## src/sv/tas_pkg.sv

```systemverilog
package tas_pkg;

   localparam int MAX_NODES_DEF = 64;

   // Request field widths.
   localparam int FUNC_W  = 3;
   localparam int NODE_W  = 6;
   localparam int STR_W   = 2;
   localparam int LIMIT_W = 7;

   // Result field widths.
   localparam int STATUS_W  = 2;
   localparam int DEGREE_W  = 7;
   localparam int CNT_OUT_W = 13;

   // Node count register and its square.
   localparam int NODES_W = 7;
   localparam int NSQ_W   = 14;

   localparam int LIST_CAP = 64;
   localparam int CNT_SAT  = 8191;

   // Operation codes.
   localparam logic [FUNC_W-1:0] FN_READ     = 3'd0;
   localparam logic [FUNC_W-1:0] FN_WRITE    = 3'd1;
   localparam logic [FUNC_W-1:0] FN_ROW_DEG  = 3'd2;
   localparam logic [FUNC_W-1:0] FN_COL_DEG  = 3'd3;
   localparam logic [FUNC_W-1:0] FN_ROW_LIST = 3'd4;
   localparam logic [FUNC_W-1:0] FN_COL_LIST = 3'd5;
   localparam logic [FUNC_W-1:0] FN_COUNTS   = 3'd6;

   // Status codes.
   localparam logic [STATUS_W-1:0] ST_OK      = 2'd0;
   localparam logic [STATUS_W-1:0] ST_BAD_IDX = 2'd1;
   localparam logic [STATUS_W-1:0] ST_BAD_STR = 2'd2;

   // Strength encodings (two's complement).
   localparam logic [STR_W-1:0] STR_NONE  = 2'b00;
   localparam logic [STR_W-1:0] STR_PLUS  = 2'b01;
   localparam logic [STR_W-1:0] STR_BAD   = 2'b10;
   localparam logic [STR_W-1:0] STR_MINUS = 2'b11;

   typedef struct packed {
      logic             en;
      logic [STR_W-1:0] old_s;
      logic [STR_W-1:0] new_s;
   } tally_upd_type;

   function automatic logic [CNT_OUT_W-1:0] sat_count(input logic [31:0] v);
      logic [CNT_OUT_W-1:0] r;
      if (v > 32'(CNT_SAT)) begin
         r = CNT_OUT_W'(CNT_SAT);
      end else begin
         r = v[CNT_OUT_W-1:0];
      end
      return r;
   endfunction

endpackage

```

## src/sv/tas_tally.sv

```systemverilog
module tas_tally
   import tas_pkg::*;
#(
   parameter int MAX_NODES = MAX_NODES_DEF
) (
   input  logic                 clock,
   input  logic                 reset,
   input  tally_upd_type        upd,
   input  logic [NSQ_W-1:0]     nsq,
   output logic [CNT_OUT_W-1:0] exc_count,
   output logic [CNT_OUT_W-1:0] inh_count,
   output logic [CNT_OUT_W-1:0] empty_count
);

   localparam int CNT_W = $clog2(MAX_NODES * MAX_NODES + 1);
   localparam int SUM_W = CNT_W + 1;
   localparam int EW    = (SUM_W > NSQ_W) ? SUM_W : NSQ_W;

   logic [CNT_W-1:0] plus_ff, plus_in;
   logic [CNT_W-1:0] minus_ff, minus_in;
   logic [EW-1:0]    used;
   logic [EW-1:0]    nsq_x;
   logic [EW-1:0]    empty;

   // The outputs show the counts as they stand after this cycle's update.
   always_comb begin
      plus_in  = plus_ff;
      minus_in = minus_ff;
      if (upd.en) begin
         if (upd.old_s == STR_PLUS) begin
            plus_in = plus_in - CNT_W'(1);
         end else if (upd.old_s == STR_MINUS) begin
            minus_in = minus_in - CNT_W'(1);
         end
         if (upd.new_s == STR_PLUS) begin
            plus_in = plus_in + CNT_W'(1);
         end else if (upd.new_s == STR_MINUS) begin
            minus_in = minus_in + CNT_W'(1);
         end
      end
   end

   always_comb begin
      used  = EW'(plus_in) + EW'(minus_in);
      nsq_x = EW'(nsq);
      empty = (nsq_x > used) ? (nsq_x - used) : '0;
   end

   assign exc_count   = sat_count(32'(plus_in));
   assign inh_count   = sat_count(32'(minus_in));
   assign empty_count = sat_count(32'(empty));

   always_ff @(posedge clock) begin
      if (reset) begin
         plus_ff  <= '0;
         minus_ff <= '0;
      end else begin
         plus_ff  <= plus_in;
         minus_ff <= minus_in;
      end
   end

endmodule

```

## config.mk

```make
export PLATFORM = sky130hd
export DESIGN_NAME = tas_tally
export DESIGN_NICKNAME = d
export VERILOG_FILES = /design/src/sv/tas_pkg.sv /design/src/sv/tas_tally.sv
export SDC_FILE = /design/constraint.sdc
export NUM_CORES = 1
export LEC_CHECK = 0
export BUFFER_PORTS_ARGS = -buffer_cell sky130_fd_sc_hd__buf_4
export CORE_UTILIZATION = 53
export CTS_BUF_LIST = sky130_fd_sc_hd__clkbuf_2
export DETAILED_ROUTE_END_ITERATION = 7
export GPL_ROUTABILITY_DRIVEN = 1
export PLACE_DENSITY_LB_ADDON = 0.08
export SLEW_MARGIN = 20
export SYNTH_ARGS = -nofsm -noshare
export SYNTH_HDL_FRONTEND = slang
export SYNTH_SLANG_ARGS = --single-unit
```

## constraint.sdc

```tcl
create_clock -name clock -period 8.8 [get_ports clock]
set_input_delay 0 -clock clock [delete_from_list [all_inputs] [get_ports clock]]
set_output_delay 0 -clock clock [all_outputs]
set_load 0.05 [all_outputs]
```

* After elaboration in Yosys (flattened, before gate mapping)
Cells that the tools add are included.
Cells by class: muxes and demuxes 12, order comparisons 2, equal/unequal tests 4, add/subtract/negate cells 6
Operators with widths (number):
- $mux W13 | 11
- $add A13 B1 Y13 const B | 2
- $sub A13 B1 Y13 const B | 2
- $add A13 B13 Y14 | 1
- $gt A14 B13 Y1 const B | 1
- $gt A14 B14 Y1 | 1
- $mux W14 | 1
- $sub A14 B14 Y14 | 1
- $eq A2 B1 Y1 const B | 2
- $eq A2 B2 Y1 const B | 2
Word-level totals: output and inout port bits 39, input bits 21, logic and storage cells 26, bits in registers 26

* Depth between registers and ports, before layout
Gate-level depths: netlist of run 1.
depth after elaboration 13, depth in mapped cells 26, mapped depth without buffers 25

* Worst setup path after synthesis of run 1
No wires, ideal clock.
path type register -> output, from reg plus_ff[0], to out empty_count[10], arrival 6.859 ns, buffers on the path 3, setup slack 1.941 ns, stages on the path, launching flop included 23, data required time 8.800 ns, path through dfxtp_1 -> clkbuf_1 -> inv_1 -> ha_1 -> nor4b_1 -> a31oi_1 -> or3_1 -> clkbuf_1 -> a2111oi_0 -> o21ai_1 -> xnor2_1 -> ha_1 -> or2_2 -> o31ai_1 -> nor3_1 -> a2111oi_0 -> xor2_1 -> ha_1 -> or4_1 -> o21ai_0 -> a211oi_1 -> clkbuf_1 -> a21oi_1
On the way: word-level cells in the longest chain between the ends 11, elaborated cells on any way between the ends 12, those cells by class add/sub (4); order compare (2); mux (6)
Ends and longest elaborated chain:
- from (decl) | RTL line tas_tally.sv:19 | logic [CNT_W-1:0] plus_ff, plus_in;
- from (signal assigned) | RTL line tas_tally.sv:58 | plus_ff <= plus_in;
- $sub A13 B1 Y13 | RTL line tas_tally.sv:31 | plus_in = plus_in - CNT_W'(1);
- $mux W13 * | RTL line tas_tally.sv:30 | if (upd.old_s == STR_PLUS) begin
- $mux W13 * | RTL line tas_tally.sv:29 | if (upd.en) begin
- $add A13 B1 Y13 | RTL line tas_tally.sv:36 | plus_in = plus_in + CNT_W'(1);
- $mux W13 * | RTL line tas_tally.sv:35 | if (upd.new_s == STR_PLUS) begin
- $mux W13 * | RTL line tas_tally.sv:29
- net exc_count[5] | RTL line tas_tally.sv:10 | output logic [CNT_OUT_W-1:0] exc_count,
- $add A13 B13 Y14 * | RTL line tas_tally.sv:44 | used = EW'(plus_in) + EW'(minus_in);
- $sub A14 B14 Y14 / $gt A14 B14 Y1 (equally long branches) | RTL line tas_tally.sv:46 | empty = (nsq_x > used) ? (nsq_x - used) : '0;
- $mux W14 * | RTL line tas_tally.sv:46
- $gt A14 B13 Y1 | RTL line tas_pkg.sv:51 | if (v > 32'(CNT_SAT)) begin
- $mux W13 * | RTL line tas_pkg.sv:51
- to (decl) | RTL line tas_tally.sv:12 | output logic [CNT_OUT_W-1:0] empty_count
The timed path passes the listed nets; every way through them passes the cells marked *. The select of a mux whose other input is x is not followed.

* Final worst setup path of run 1
from reg plus_ff[0], to out empty_count[2]
On the way: word-level cells in the longest chain between the ends 11, elaborated cells on any way between the ends 12, those cells by class add/sub (4); order compare (2); mux (6)
Ends and longest elaborated chain (RTL line):
- $sub A13 B1 Y13 | tas_tally.sv:31
- $mux W13 | tas_tally.sv:30
- $mux W13 | tas_tally.sv:29
- $add A13 B1 Y13 | tas_tally.sv:36
- $mux W13 | tas_tally.sv:35
- $mux W13 * | tas_tally.sv:29
- $add A13 B13 Y14 * | tas_tally.sv:44
- $sub A14 B14 Y14 / $gt A14 B14 Y1 (equally long branches) | tas_tally.sv:46
- $mux W14 * | tas_tally.sv:46
- $gt A14 B13 Y1 | tas_pkg.sv:51
- $mux W13 * | tas_pkg.sv:51
Every way passes the cells marked *; elsewhere a longest branch is shown, timed or not. The select of a mux whose other input is x is not followed.

==> results.txt, run 1 <==
Clock Sinks = 26
mapped cell area = 3570 um^2
DRC = 4
proportion of layout cells with a drive suffix above 1 = 0.154
clk buf depth = 2
Num CTS Buffers = 3
Max Clock Skew = 0.0148 ns
Detailed Place HPWL = 7500 um
standard-cell rows = 29
fill count = 604
power density cells = 203 nW/um^2
final core occ = 0.634
I/O Pins = 60
Post-CTS Setup Bufs = 0
Syn. warnings = 0
Final setup viols = 0
Worst Setup Start Kind = flop
Die Height = 84.0 um
Syn Nets = 521
HP Class = primary input to flop
Pleak = 1.76 nW
CTS tree = built
Max Slew Vio Count = 0
DR vias = 3562
Nets = 567
vias in the first global route = 3225
Worst setup EP type = output port
RePlAce Congestion = 0.969
Routed WL = 9430 um
count leader, synth = xnor2_1
CP Class = flop to output port
vias per inst = 6.05
CP arrival = 6.99 ns
Design Area, Final = 4070 um^2
initial DRC count = 182
peak supply drop = 0.200 mV
failing checks = DRC
largest net degree at the start of global routing = 32
synthesized instance count = 467
worst-path maximum fanout = 13
Clk pin slew, worst setup/hold paths = 0.29 ns
Worst-Margin Slew = 0.948 ns
initial antenna violation count = 0
RSZ-0062 raised after global routing = no
CP required = 8.80 ns
ANT cells = 0
grt ovf = 0
GRT Resource Usage Total = 0.271
Synth-to-Final Area Change = 14.1%
ys async rst share = 0
sequential element share of the synthesized area = 0.146
placed inst area = 4040 um^2
most frequent cells after synthesis = 39 x xnor2_1, 36 x a21oi_1, 34 x nand2_1, 31 x ha_1, 31 x nor2_1
Max-Cap Viols = 0
Initial Util = 0.555
Worst slew margin = 0.368
CTS H-Tree Depth = 1
Syn Area/Cell = 7.64 um^2
Worst-Skew Late Latency = 0.39 ns
status = complete, but fails checks
Synth area leaders = dfxtp_1 15%, ha_1 11%, xnor2_1 9.6%, xor2_1 5.9%, nor2b_1 5.3%
distinct cell type count after synthesis = 70
die area = 7060 um^2
Root Buffer = clkbuf_2
Post-synth EDFFs = 0
first-pass GRT wire length = 15400 um
DR WL/cell = 16.0 um
period utilization = 0.795
cell accounting for the most synthesized area = dfxtp_1
Primary FF master, synth = dfxtp_1
final count of hold timing violations = 0
Seq cells post-synth = 26
DRT Pass-1 Iters = 7
WHS = 0.124 ns
Core Region = 6420 um^2
Tmin final = 6.99 ns
setup tns final = 0 ns
die width = 84.0 um
ANT nets after route = 0
fmax = 143 MHz
port buffer count = 59
top-area cell type share of the netlist area = 0.146
-- what timing repair did --
action,4_1_cts,5_1_grt
hold buffers,1,0
endpoints found under the hold margin,16,0
gates resized for setup,0,0
-- stage by stage --
step                      power [W]  worst slack (ns)  cells
final                      0.000827              1.81    589
after global routing       0.000883              1.11    589
after CTS                  0.000825              1.51    589
after detailed placement   0.000771              2.03    584
after global placement     0.000768              2.25    584
after floorplan            0.000622              1.94    467
-- power breakdown --
part	internal, W	switching (W)	leakage [nW]	total, W
Sequential	0.000127	0.0000168	0.212	0.000144
Combinational	0.000222	0.000410	1.53	0.000632
Clock	0.00000986	0.0000412	0.0140	0.0000510
-- sequential cells by signal, indices dropped and copies added, names as in the netlist --
| name | count |
|---|---|
| minus_ff | 13 |
| plus_ff | 13 |
-- critical path, stage by stage, from the launching register on --
cell and delay (ns):
dfxtp_1 0.63, inv_1 0.15, ha_1 0.34, nor4b_1 0.24, a31oi_1 0.09, or3_1 0.43
a2111oi_0 0.46, o21ai_1 0.14, xnor2_1 0.33, ha_1 0.32, or2_2 0.29, o31ai_1 0.09
nor3_1 0.09, a2111oi_0 0.68, a21oi_1 0.22, xnor2_1 0.22, ha_1 0.32, a21o_1 0.20
a211o_1 0.29, o221ai_1 0.73, a21oi_1 0.09, buf_4 0.24
-- cell families after synthesis --
group | share of synthesized area
compound gates | 0.214
xor+xnor | 0.155
fa+ha+maj | 0.120
buf+inv | 0.0400
flops | 0.146
mux | 0.0281
simple gates | 0.298
-- layout make-up --
| class | instances | area, um^2 | share of cell area |
|---|---|---|---|
| Clock buffer | 3 | 15.0 | 0.00369 |
| Timing Repair Buffer | 61 | 460 | 0.113 |
| Tap cell | 77 | 96.3 | 0.0237 |
| Sequential cell | 26 | 520 | 0.128 |
| Multi-Input combinational cell | 404 | 2910 | 0.715 |
| Clock inverter | 1 | 3.75 | 0.000923 |
| Inverter | 17 | 63.8 | 0.0157 |
-- metal layers --
metal | global-route usage | vias up | wire length, um | part of all wire
li1 | - | 1799 | - | -
met1 | 0.370 | 1657 | 4600 | 0.49
met2 | 0.456 | 94 | 4260 | 0.45
met3 | 0.0277 | 12 | 438 | 0.046
met4 | 0.0658 | 0 | 142 | 0.015
met5 | 0 | - | 0 | 0
-- cell usage in the layout (no fill, tap or decap), types with 16 or more instances in the layout --
| cell | n |
|---|---|
| nand2_1 | 34 |
| inv_1 | 16 |
| ha_1 | 31 |
| nor3_1 | 16 |
| nor2b_1 | 30 |
| nor2_1 | 31 |
| a21oi_1 | 36 |
| dfxtp_1 | 26 |
| buf_4 | 60 |
| nand3_1 | 21 |
| xnor2_1 | 39 |
| xor2_1 | 24 |
-- worst paths after layout --
kind          startpoint        endpoint  slack [ns]  cells after the start
max           plus_ff[0]  empty_count[2]        1.81                     21
min               upd[4]      plus_ff[7]        0.12                      3
max reg2reg  minus_ff[0]    minus_ff[12]        5.27                      8
min reg2reg  plus_ff[12]     plus_ff[12]        0.60                      2
Power figures use the tool's default switching activity.
==> run 2: changes to the inputs <==
- clock period: 8.8 -> 7.1 ns (I/O delays scaled with it)
==> results.txt, run 2 (synthesis gave the netlist of run 1 again) <==
status = complete, but fails checks (unchanged)
failing checks = DRC (unchanged)
sw power = 0.000590 W (was 0.000468 W)
Max-Cap Viols = 0 (unchanged)
final non-filler cell total = 590 (was 589)
Root Buffer = clkbuf_2 (unchanged)
Clk pwr share = 0.092 (was 0.062)
die area = 7060 um^2 (unchanged)
Pleak = 1.77 nW (was 1.76 nW)
Worst Setup Start Kind = flop (unchanged)
vias per inst = 6.21 (was 6.05)
ANT nets after route = 0 (unchanged)
Initial Util = 0.555 (unchanged)
R2R depth = 8 (unchanged)
fmax = 153 MHz
initial DRC count = 215 (was 182)
peak supply drop = 0.256 mV (was 0.200 mV)
largest net degree at the start of global routing = 32 (unchanged)
initial antenna violation count = 0 (unchanged)
RePlAce Congestion = 0.951 (was 0.969)
GRT Resource Usage Total = 0.286 (was 0.271)
internal power = 0.000487 W (was 0.000359 W)
clk buf depth = 2 (unchanged)
DR WL/cell = 17.0 um (was 16.0 um)
Core Region = 6420 um^2 (unchanged)
Max Clock Skew = 0.0385 ns (was 0.0148 ns)
DP Cell Count = 585 (was 584)
Sw Share = 0.548 (was 0.566)
Hold Path Cell Cnt = 3 (unchanged)
RSZ-0062 raised after global routing = no (unchanged)
Clock Sinks = 26 (unchanged)
CTS tree = built (unchanged)
largest registers = minus_ff (13), plus_ff (13) (unchanged)
Worst-Margin Slew = 0.824 ns (was 0.948 ns)
vias in the first global route = 3389 (was 3225)
Max Slew Vio Count = 0 (unchanged)
I/O Pins = 60 (unchanged)
grt ovf = 0 (unchanged)
CP Class = flop to output port (unchanged)
setup tns final = 0 ns (unchanged)
proportion of layout cells with a drive suffix above 1 = 0.158 (was 0.154)
WHS = 0.127 ns (was 0.124 ns)
final count of hold timing violations = 0 (unchanged)
Num CTS Buffers = 3 (unchanged)
port buffer count = 59 (unchanged)
worst-path maximum fanout = 12 (was 13)
placed inst area = 4040 um^2 (about the same)
CTS H-Tree Depth = 1 (unchanged)
Nets = 568 (was 567)
first-pass GRT wire length = 16500 um (was 15400 um)
HP Class = primary input to flop (unchanged)
Final setup viols = 0 (unchanged)
RR Endpoint = minus_ff[12] (unchanged)
Synth-to-Final Area Change = 15.4% (was 14.1%)
FF-to-FF Start = minus_ff[0] (unchanged)
Worst setup EP type = output port (unchanged)
Detailed Place HPWL = 7840 um (was 7500 um)
CP arrival = 6.55 ns (was 6.99 ns)
Worst R2R Setup Slack = 3.58 ns (was 5.27 ns)
die width = 84.0 um (unchanged)
sequential share of power = 0.166 (was 0.174)
Design Area, Final = 4120 um^2 (was 4070 um^2)
Worst-Skew Late Latency = 0.40 ns (was 0.39 ns)
ANT cells = 0 (unchanged)
Die Height = 84.0 um (unchanged)
standard-cell rows = 29 (unchanged)
Final Total Pwr = 0.00108 W (was 0.000827 W)
most frequent cells in the layout = 61 x buf_4, 39 x xnor2_1, 36 x a21oi_1 (was 60 x buf_4, 39 x xnor2_1, 36 x a21oi_1)
commonest non-fill, non-tap cell in the layout = buf_4 (unchanged)
CP required = 7.10 ns (was 8.80 ns)
power density cells = 262 nW/um^2 (was 203 nW/um^2)
DRT Pass-1 Iters = 6 (was 7)
Tmin final = 6.55 ns
period utilization = 0.922
Comb power frac = 0.742 (was 0.764)
Routed WL = 10000 um (was 9430 um)
Clk pin slew, worst setup/hold paths = 0.30 ns (was 0.29 ns)
DR vias = 3662 (was 3562)
Worst slew margin = 0.443 (was 0.368)
Hold Path End = plus_ff[7] (unchanged)
DRC = 4 (unchanged)
origin of the worst min-delay path = upd[4] (unchanged)
## run 2: stage by stage
| step | worst slack [ns] | utilization |
|---|---|---|
| final | 0.555 | 0.641 |
| after detailed placement | 0.654 | 0.629 |
| after global routing | 0.0479 | 0.641 |
| after global placement | 0.841 | 0.629 |
| after CTS | 0.115 | 0.638 |
| after floorplan | 0.241 | - |
## run 2: cell type report
cell class / instances / area, um^2
clock buffers: 3 / 15.0
clock inverters: 1 / 30.0
fillers: 593 / 2310
inverters: 17 / 63.8
multi-input cells: 404 / 2920
flip-flops and latches: 26 / 520
well taps: 77 / 96.3
repair buffers: 62 / 468
## run 2: routing by layer
layer	global-route usage	vias to the layer above	share of wire
li1	-	1796	-
met1	0.387	1715	0.46
met2	0.493	137	0.47
met3	0.0237	14	0.054
met4	0.0643	0	0.014
met5	0	-	0
## run 2: what timing repair did
item | in CTS | in global routing
hold buffers | 1 | 0
endpoints found under the setup margin | 0 | 13
setup buffers | 0 | 0
gates resized for setup | 0 | 3
endpoints found under the hold margin | 17 | 0
## run 2: power groups by stage
stage          sequential, W  combinational [W]   clock, W
2_1_floorplan       0.000171           0.000600          0
3_3_place_gp        0.000181           0.000773          0
3_5_place_dp        0.000181           0.000783          0
4_1_cts             0.000179           0.000789   0.000101
5_1_grt             0.000182           0.000859   0.000105
6_report            0.000179           0.000799  0.0000991
## run 2: worst max path at each step
stage	from	end	slack, ns	cells past startpoint
floorplan	plus_ff[0]	empty_count[10]	0.24	22
global route	plus_ff[0]	empty_count[12]	0.05	21
CTS	plus_ff[0]	empty_count[3]	0.12	21
finish	minus_ff[0]	empty_count[12]	0.55	23
global placement	plus_ff[0]	empty_count[1]	0.84	21
detailed placement	plus_ff[0]	empty_count[1]	0.65	21
## run 2: worst max-delay path, cell delays in order (launching register included)
cell and delay [ns]:
dfxtp_1 0.50, inv_1 0.14, ha_1 0.30, nand2b_1 0.15
nand2_1 0.10, ha_1 0.19, nand4b_1 0.10, mux2i_1 0.43
a21boi_0 0.37, xnor2_1 0.16, nor2_1 0.08, xnor2_1 0.34
ha_1 0.36, o31ai_1 0.35, nor3_1 0.09, a2111oi_1 0.56
xor2_1 0.17, ha_1 0.26, or4_1 0.50, o21ai_0 0.31
a211oi_1 0.12, buf_4 0.20, a21oi_1 0.15, buf_4 0.22
==> run 3: changes to the inputs <==
- MAX_ROUTING_LAYER: unset -> met4
==> results.txt, run 3 (synthesis gave the netlist of run 1 again) <==
status = complete, but fails checks (unchanged)
failing checks = DRC (unchanged)
Nets = 568 (unchanged)
Detailed Place HPWL = 7650 um (was 7840 um)
CTS tree = built (unchanged)
Worst slew margin = 0.481 (was 0.443)
worst-path maximum fanout = 13 (was 12)
Max-Cap Viols = 0 (unchanged)
Max Clock Skew = 0.0298 ns (was 0.0385 ns)
GRT Resource Usage Total = 0.285 (was 0.286)
Pleak = 1.77 nW (about the same)
CP required = 7.10 ns (about the same)
ANT cells = 0 (unchanged)
Core Region = 6420 um^2 (unchanged)
standard-cell rows = 29 (unchanged)
fill count = 597 (was 593)
Max Slew Vio Count = 0 (unchanged)
period utilization = 0.918 (was 0.922)
grt ovf = 0 (unchanged)
worst setup margin = 0.579 ns (was 0.555 ns)
Worst-Skew Late Latency = 0.38 ns (was 0.40 ns)
DR vias = 3573 (was 3662)
CTS H-Tree Depth = 1 (unchanged)
footprint of the multi-input gates = 2920 um^2 (about the same)
Synth-to-Final Area Change = 15.2% (was 15.4%)
post-place setup slack = 0.552 ns (was 0.654 ns)
Worst Setup Start Kind = flop (unchanged)
peak supply drop = 0.250 mV (was 0.256 mV)
Num CTS Buffers = 3 (unchanged)
clk buf depth = 2 (unchanged)
DR WL/cell = 16.2 um (was 17.0 um)
DRC = 4 (unchanged)
Final setup viols = 0 (unchanged)
vias in the first global route = 3378 (was 3389)
vias per inst = 6.06 (was 6.21)
commonest non-fill, non-tap cell in the layout = buf_4 (unchanged)
RSZ-0062 raised after global routing = no (unchanged)
largest registers = minus_ff (13), plus_ff (13) (unchanged)
port buffer count = 59 (unchanged)
Initial Util = 0.555 (unchanged)
setup tns final = 0 ns (unchanged)
DRT Pass-1 Iters = 6 (unchanged)
Worst setup EP type = output port (unchanged)
proportion of layout cells with a drive suffix above 1 = 0.160 (was 0.158)
final core occ = 0.640 (was 0.641)
die width = 84.0 um (unchanged)
Die Height = 84.0 um (unchanged)
initial antenna violation count = 0 (unchanged)
ANT nets after route = 0 (unchanged)
Routed WL = 9570 um (was 10000 um)
Clk pin slew, worst setup/hold paths = 0.29 ns (was 0.30 ns)
WHS = 0.146 ns (was 0.127 ns)
first-pass GRT wire length = 16100 um (was 16500 um)
fmax = 153 MHz (about the same)
die area = 7060 um^2 (unchanged)
HP Class = primary input to flop (unchanged)
CP arrival = 6.52 ns (was 6.55 ns)
initial DRC count = 136 (was 215)
largest net degree at the start of global routing = 32 (unchanged)
I/O Pins = 60 (unchanged)
Final Total Pwr = 0.00107 W (was 0.00108 W)
Root Buffer = clkbuf_2 (unchanged)
Register Area = 520 um^2 (unchanged)
Clock Sinks = 26 (unchanged)
Worst-Margin Slew = 0.768 ns (was 0.824 ns)
Tmin final = 6.52 ns (was 6.55 ns)
power density cells = 259 nW/um^2 (was 262 nW/um^2)
CP Class = flop to output port (unchanged)
final count of hold timing violations = 0 (unchanged)
most frequent cells in the layout = 61 x buf_4, 39 x xnor2_1, 36 x a21oi_1 (unchanged)
RePlAce Congestion = 0.975 (was 0.951)
-- run 3: worst paths after layout --
path,slack (ns),startpoint,to,depth (start not counted)
max,0.58,plus_ff[0],empty_count[9],23
max reg2reg,3.62,minus_ff[0],minus_ff[12],8
min reg2reg,0.60,plus_ff[12],plus_ff[12],2
min,0.15,upd[4],plus_ff[7],3
-- run 3: repair_timing --
item | in CTS | in global routing
hold buffers | 1 | 0
endpoints found under the setup margin | 0 | 13
hold endpoints to repair | 14 | 0
resized for setup | 0 | 3
setup buffers | 0 | 0
-- run 3: routing by layer --
metal / part of all wire / GRT usage / vias up
met4: 0.0094 / 0.0517 / 0
met2: 0.47 / 0.482 / 110
met5: 0 / - / -
met1: 0.48 / 0.373 / 1662
li1: - / - / 1792
met3: 0.042 / 0.0257 / 9
-- run 3: metrics by stage --
stage                     instances  cell area [um^2]
after global placement          585              4040
final                           590              4110
after CTS                       590              4100
after floorplan                 467              3570
after detailed placement        585              4040
after global routing            590              4110
-- run 3: critical path, stage by stage (launching register included) --
cell and delay [ns]:
dfxtp_1 0.64, inv_1 0.15, ha_1 0.33, nor4b_1 0.24
a31oi_1 0.09, or3_1 0.43, a2111oi_0 0.46, o21ai_1 0.14
xnor2_1 0.36, ha_1 0.34, or2_2 0.30, o31ai_1 0.10
nor2_1 0.08, a21oi_1 0.18, xor2_1 0.20, ha_1 0.33
nand2_1 0.09, o21ai_0 0.11, or3_1 0.33, o221ai_1 0.29
a21oi_1 0.14, o221ai_2 0.50, a21oi_1 0.09, buf_4 0.22
-- run 3: final cells by class --
cell class	count	share of cell area
Tap cell	77	0.0234
Clock inverter	1	0.00731
Multi-Input combinational cell	404	0.710
Sequential cell	26	0.127
Clock buffer	3	0.00365
Inverter	17	0.0155
Timing Repair Buffer	62	0.114
-- run 3: power breakdown --
part,total [W],switching (W),internal (W),leakage [nW]
clock network,0.0000969,0.0000485,0.0000484,0.0266
registers,0.000179,0.0000209,0.000158,0.212
logic,0.000791,0.000512,0.000279,1.54
total,0.00107,0.000581,0.000485,1.77
